===== config.mk =====
export PLATFORM = sky130hd
export DESIGN_NAME = qbdi_ctrl
export DESIGN_NICKNAME = d
export VERILOG_FILES = /design/src/sv/qbdi_pkg.sv /design/src/sv/qbdi_ctrl.sv
export SDC_FILE = /design/constraint.sdc
export NUM_CORES = 1
export LEC_CHECK = 0
export ABC_AREA = 1
export BUFFER_PORTS_ARGS = -buffer_cell sky130_fd_sc_hd__buf_2
export CAP_MARGIN = 20
export CORE_AREA = 2 2 39 41
export CTS_CLUSTER_DIAMETER = 60
export DETAILED_ROUTE_END_ITERATION = 8
export DIE_AREA = 0 0 41 43
export SLEW_MARGIN = 20
export SYNTH_ARGS = -nofsm -noshare
export SYNTH_HDL_FRONTEND = slang
export SYNTH_SLANG_ARGS = --single-unit

===== constraint.sdc =====
create_clock -name clk -period 1.5 [get_ports clk]
set_input_delay 0.3 -clock clk [delete_from_list [all_inputs] [get_ports clk]]
set_output_delay 0.3 -clock clk [all_outputs]
set_load 0.01 [all_outputs]

===== src/sv/qbdi_pkg.sv =====
// Shared types and constants for the QRS band-pass, slope and integrator block.
// Used by the controller, the datapath, the top level and the checker.
package qbdi_pkg;

  localparam int SAMPLE_W = 16;
  localparam int GAIN_W   = 16;
  localparam int LPSUM_W  = 40;
  localparam int Q8_W     = 32;
  localparam int HPSUM_W  = 40;
  localparam int WSUM_W   = 24;
  localparam int PROD_W   = 57;
  localparam int DIFF_W   = 58;
  localparam int STEP_W   = 5;

  localparam int DEF_LP_HALF   = 9;
  localparam int DEF_LP_LEN    = 18;
  localparam int DEF_HP_HALF   = 23;
  localparam int DEF_HP_LEN    = 46;
  localparam int DEF_SLOPE_LEN = 4;
  localparam int DEF_WIN_LEN   = 30;

  localparam logic [GAIN_W-1:0] RST_LP_GAIN  = 16'd809;
  localparam logic [GAIN_W-1:0] RST_HP_GAIN  = 16'd1456;
  localparam logic [GAIN_W-1:0] RST_WIN_CEIL = 16'd65535;

  localparam logic [1:0] REG_LP_GAIN  = 2'd0;
  localparam logic [1:0] REG_HP_GAIN  = 2'd1;
  localparam logic [1:0] REG_WIN_CEIL = 2'd2;

  // Sequencer steps, shared by controller and datapath.
  localparam logic [STEP_W-1:0] ST_IDLE  = 5'd0;
  localparam logic [STEP_W-1:0] ST_RD1   = 5'd1;
  localparam logic [STEP_W-1:0] ST_RD2   = 5'd2;
  localparam logic [STEP_W-1:0] ST_LP    = 5'd3;
  localparam logic [STEP_W-1:0] ST_M1    = 5'd4;
  localparam logic [STEP_W-1:0] ST_M2    = 5'd5;
  localparam logic [STEP_W-1:0] ST_HP    = 5'd6;
  localparam logic [STEP_W-1:0] ST_M3    = 5'd7;
  localparam logic [STEP_W-1:0] ST_M4    = 5'd8;
  localparam logic [STEP_W-1:0] ST_D     = 5'd9;
  localparam logic [STEP_W-1:0] ST_FILT  = 5'd10;
  localparam logic [STEP_W-1:0] ST_SLOPE = 5'd11;
  localparam logic [STEP_W-1:0] ST_WIN   = 5'd12;
  localparam logic [STEP_W-1:0] ST_DV1   = 5'd13;
  localparam logic [STEP_W-1:0] ST_DV2   = 5'd14;
  localparam logic [STEP_W-1:0] ST_DV3   = 5'd15;
  localparam logic [STEP_W-1:0] ST_OUT   = 5'd16;

  typedef struct packed {
    logic [STEP_W-1:0] step;
    logic              accept;
    logic              load_out;
  } qbdi_cmd_t;

endpackage


===== src/sv/qbdi_ctrl.sv =====
// Sequencer for the filter chain: walks one sample through the datapath steps.
// Depends on qbdi_pkg.
module qbdi_ctrl (
  input  logic               clk,
  input  logic               rst_n,
  input  logic               in_valid,
  output logic               in_stall,
  output logic               out_valid,
  input  logic               out_stall,
  output qbdi_pkg::qbdi_cmd_t cmd
);
  import qbdi_pkg::*;

  logic [STEP_W-1:0] state_r, state_nxt;
  logic              out_valid_r, out_valid_nxt;
  logic              accept, load;

  assign in_stall = (state_r != ST_IDLE);
  assign accept   = in_valid && (state_r == ST_IDLE);
  assign load     = (state_r == ST_OUT) && !(out_valid_r && out_stall);

  always_comb begin
    state_nxt = state_r;
    case (state_r)
      ST_IDLE: begin
        if (in_valid) state_nxt = ST_RD1;
      end
      ST_OUT: begin
        if (load) state_nxt = ST_IDLE;
      end
      ST_RD1, ST_RD2, ST_LP, ST_M1, ST_M2, ST_HP, ST_M3, ST_M4, ST_D,
      ST_FILT, ST_SLOPE, ST_WIN, ST_DV1, ST_DV2, ST_DV3: begin
        state_nxt = state_r + 5'd1;
      end
      default: state_nxt = ST_IDLE;
    endcase
  end

  assign out_valid_nxt = load || (out_valid_r && out_stall);

  always_ff @(posedge clk) begin
    if (!rst_n) begin
      state_r     <= ST_IDLE;
      out_valid_r <= 1'b0;
    end else begin
      state_r     <= state_nxt;
      out_valid_r <= out_valid_nxt;
    end
  end

  assign out_valid    = out_valid_r;
  assign cmd.step     = state_r;
  assign cmd.accept   = accept;
  assign cmd.load_out = load;

endmodule


==> metrics.txt <==
outcome completed; Synth area leaders dfxtp_1 27%, ha_1 14%, nand2_1 10%; core area 0.001384 mm^2; first-pass GRT wire length roughly 1.5 mm; Min-Delay Path Depth 3; Net Count, Synth between 70 and 80; Power Density roughly 1600 mW/mm^2; Die Y about 43 um; setup tns final 0 ns; register bit count reported by yosys 6; ANT cells 0; initial DRC count 4; most frequent cells in the layout 12 x nand2_1, 12 x buf_2, 9 x inv_1, 6 x nor2_1, 5 x buf_4; kind of critical path flip-flop to output port; synth unique cells 17; Routed wire per std cell between 9 and 10 um; DRC viols 0; Final Hold Viols 0; Yosys warning count 0; grt total ovfl 0; Port Buf Inserts 12; Worst R2R Start state_r[0]; nets 93; Post-synth EDFFs 0; CP max stage cell dfxtp_4; Total Routing Usage GR 0.1276; Starting Density 0.3237; Slew @ Worst Pin 0.2366 ns; Post-Route WL 964 um; Post-CTS Hold Fix Bufs 0; top cell type by total area after synthesis dfxtp_1; TritonCTS Buffers 3; hold crit path type primary input to flip-flop; Die ar. 0.001763 mm^2; Synth async-reset ratio 0; clock-pin slew on the worst setup and hold paths 0.04 ns; Crit Path Max Fanout 5; clock root cell clkbuf_4; share of the synthesized area in the top cell type 0.2682; startpoint types flip-flop; hold path startpoint rst_n; Placed Instances 91; sequential fraction of the synthesis area 0.2682; clk_skew roughly 0.00046 ns; Synth-to-Final Area Change 39.11%; Detail Route Antenna Nets 0; CP peak stage delay between 0.3 and 0.4 ns; post-synthesis average cell area 6.999 um^2; clock latency on the worst-skew pair about 0.24 ns; max cap viols 0; H-tree depth 1; max-slew violations 0; Worst Path Required around 1.2 ns; drt pass-1 iters 3; Critical Path, Cell by Cell inv_4, ha_4, nand3_4, nor2_1, buf_2; Placement Rows 14; period utilisation layout 0.9677; share of layout cells above drive strength 1 0.4268; Post-Syn Area about 450 um^2; clk buf depth 2; cells after synthesis 64; Hold Path Sink state_r[0]; Final GP Congestion about 0.75; largest net degree at the start of global routing 6; Avg Vias per Cell about 4.3; Final setup viols 0; maximum vdd drop around 810 uV; number of global-route vias before repair 391; initial antenna violation count 0; crit end category output port; Critical path origin state_r[0]; clock tree sinks 6; end of the worst register-to-register path state_r[0]; Leakage between 0.3 and 0.4 nW; Die X 41 um; Data arrival, critical path ~1.2 ns; Top FF cell, synth dfxtp_1; Non-Filler Instances 98; r2r setup slk between 0.15 and 0.2 ns; worst reg-to-reg path cell count 9; Tmin final about 1.5 ns; hpwl dp 697.9 um; CTS tree done; IO Count 13; total number of vias approximately 430; max_slew headroom 0.8421; f_max approximately 690 MHz
==> routing by layer <==
layer	GRT usage	vias up	wire length, um
met5	0	-	0
met4	0.1000	0	9
met3	0.03141	2	45
met2	0.1688	9	490
met1	0.1677	180	418
li1	-	234	-
==> cells by family after synthesis <==
logic type / share of synthesized area
buffers and inverters: 0.1341
xor gates and xnor gates: 0.03911
and+or+nand+nor: 0.3631
adders and majority gates: 0.1397
AOI/OAI and AO/OA: 0.05583
DFF: 0.2682
==> how the worst max path moves through the flow <==
| stage | slack, ns | end | depth (start not counted) |
|---|---|---|---|
| final | 0.05 | cmd[0] | 5 |
| after global routing | -0.03 | cmd[1] | 5 |
| after CTS | 0.005 | cmd[0] | 5 |
| after detailed placement | 0.08 | state_r[1] | 8 |
| after global placement | 0.06 | state_r[3] | 8 |
| after floorplan | 0.07 | cmd[1] | 5 |
==> state kept, by name (all words and copies together) (netlist names) <==
signal / count
state_r: 5
out_valid: 1
==> worst max-delay path, delay by kind of cell (launching register included) <==
| kind | cells | cell delay (ns) |
|---|---|---|
| adders and majority gates | 1 | 0.18 |
| DFF | 1 | 0.35 |
| buffers and inverters | 2 | 0.19 |
| and+or+nand+nor | 2 | 0.19 |
==> where the power goes <==
part,switching (mW),internal [mW]
registers,0.0362,0.202
clock network,0.0525,0.0901
logic,0.337,0.290
==> layout make-up <==
cell class,instances,area (um^2)
Fill cell,142,760.7
Multi-Input combinational cell,44,305.3
Sequential cell,6,127.6
Timing Repair Buffer,17,97.59
Inverter,12,50.05
Clock buffer,3,22.52
Tap cell,16,20.02
==> synthesized netlist by cell type, types with 2 or more instances <==
library cell / n
a21oi_1: 3
buf_4: 2
dfxtp_1: 6
ha_1: 5
inv_1: 11
nand2_1: 12
nand3_1: 4
nand3_2: 2
nand4_1: 2
nor2_1: 8
nor2_4: 2
xor2_1: 2
==> through the flow <==
step           power (mW)  area [um^2]  utilization  worst slack (ns)  hold slack, ns
2_1_floorplan      0.5436        447.9            -           0.06556          0.4228
3_3_place_gp       0.6461        520.5       0.3761           0.05908          0.5563
3_5_place_dp       0.6528        520.5       0.3761           0.07680          0.5568
4_1_cts            0.8676        564.3       0.4078          0.004542          0.3133
5_1_grt             1.114        623.1       0.4503          -0.02509          0.3129
6_report            1.007        623.1       0.4503           0.04851          0.3107
==> repair_timing <==
item                       4_1_cts  5_1_grt
buffers inserted                 1        3
pin swaps                        0        2
gates resized for setup          5       10
setup endpoints to repair        3        8
(Power assumes the default switching activity.)
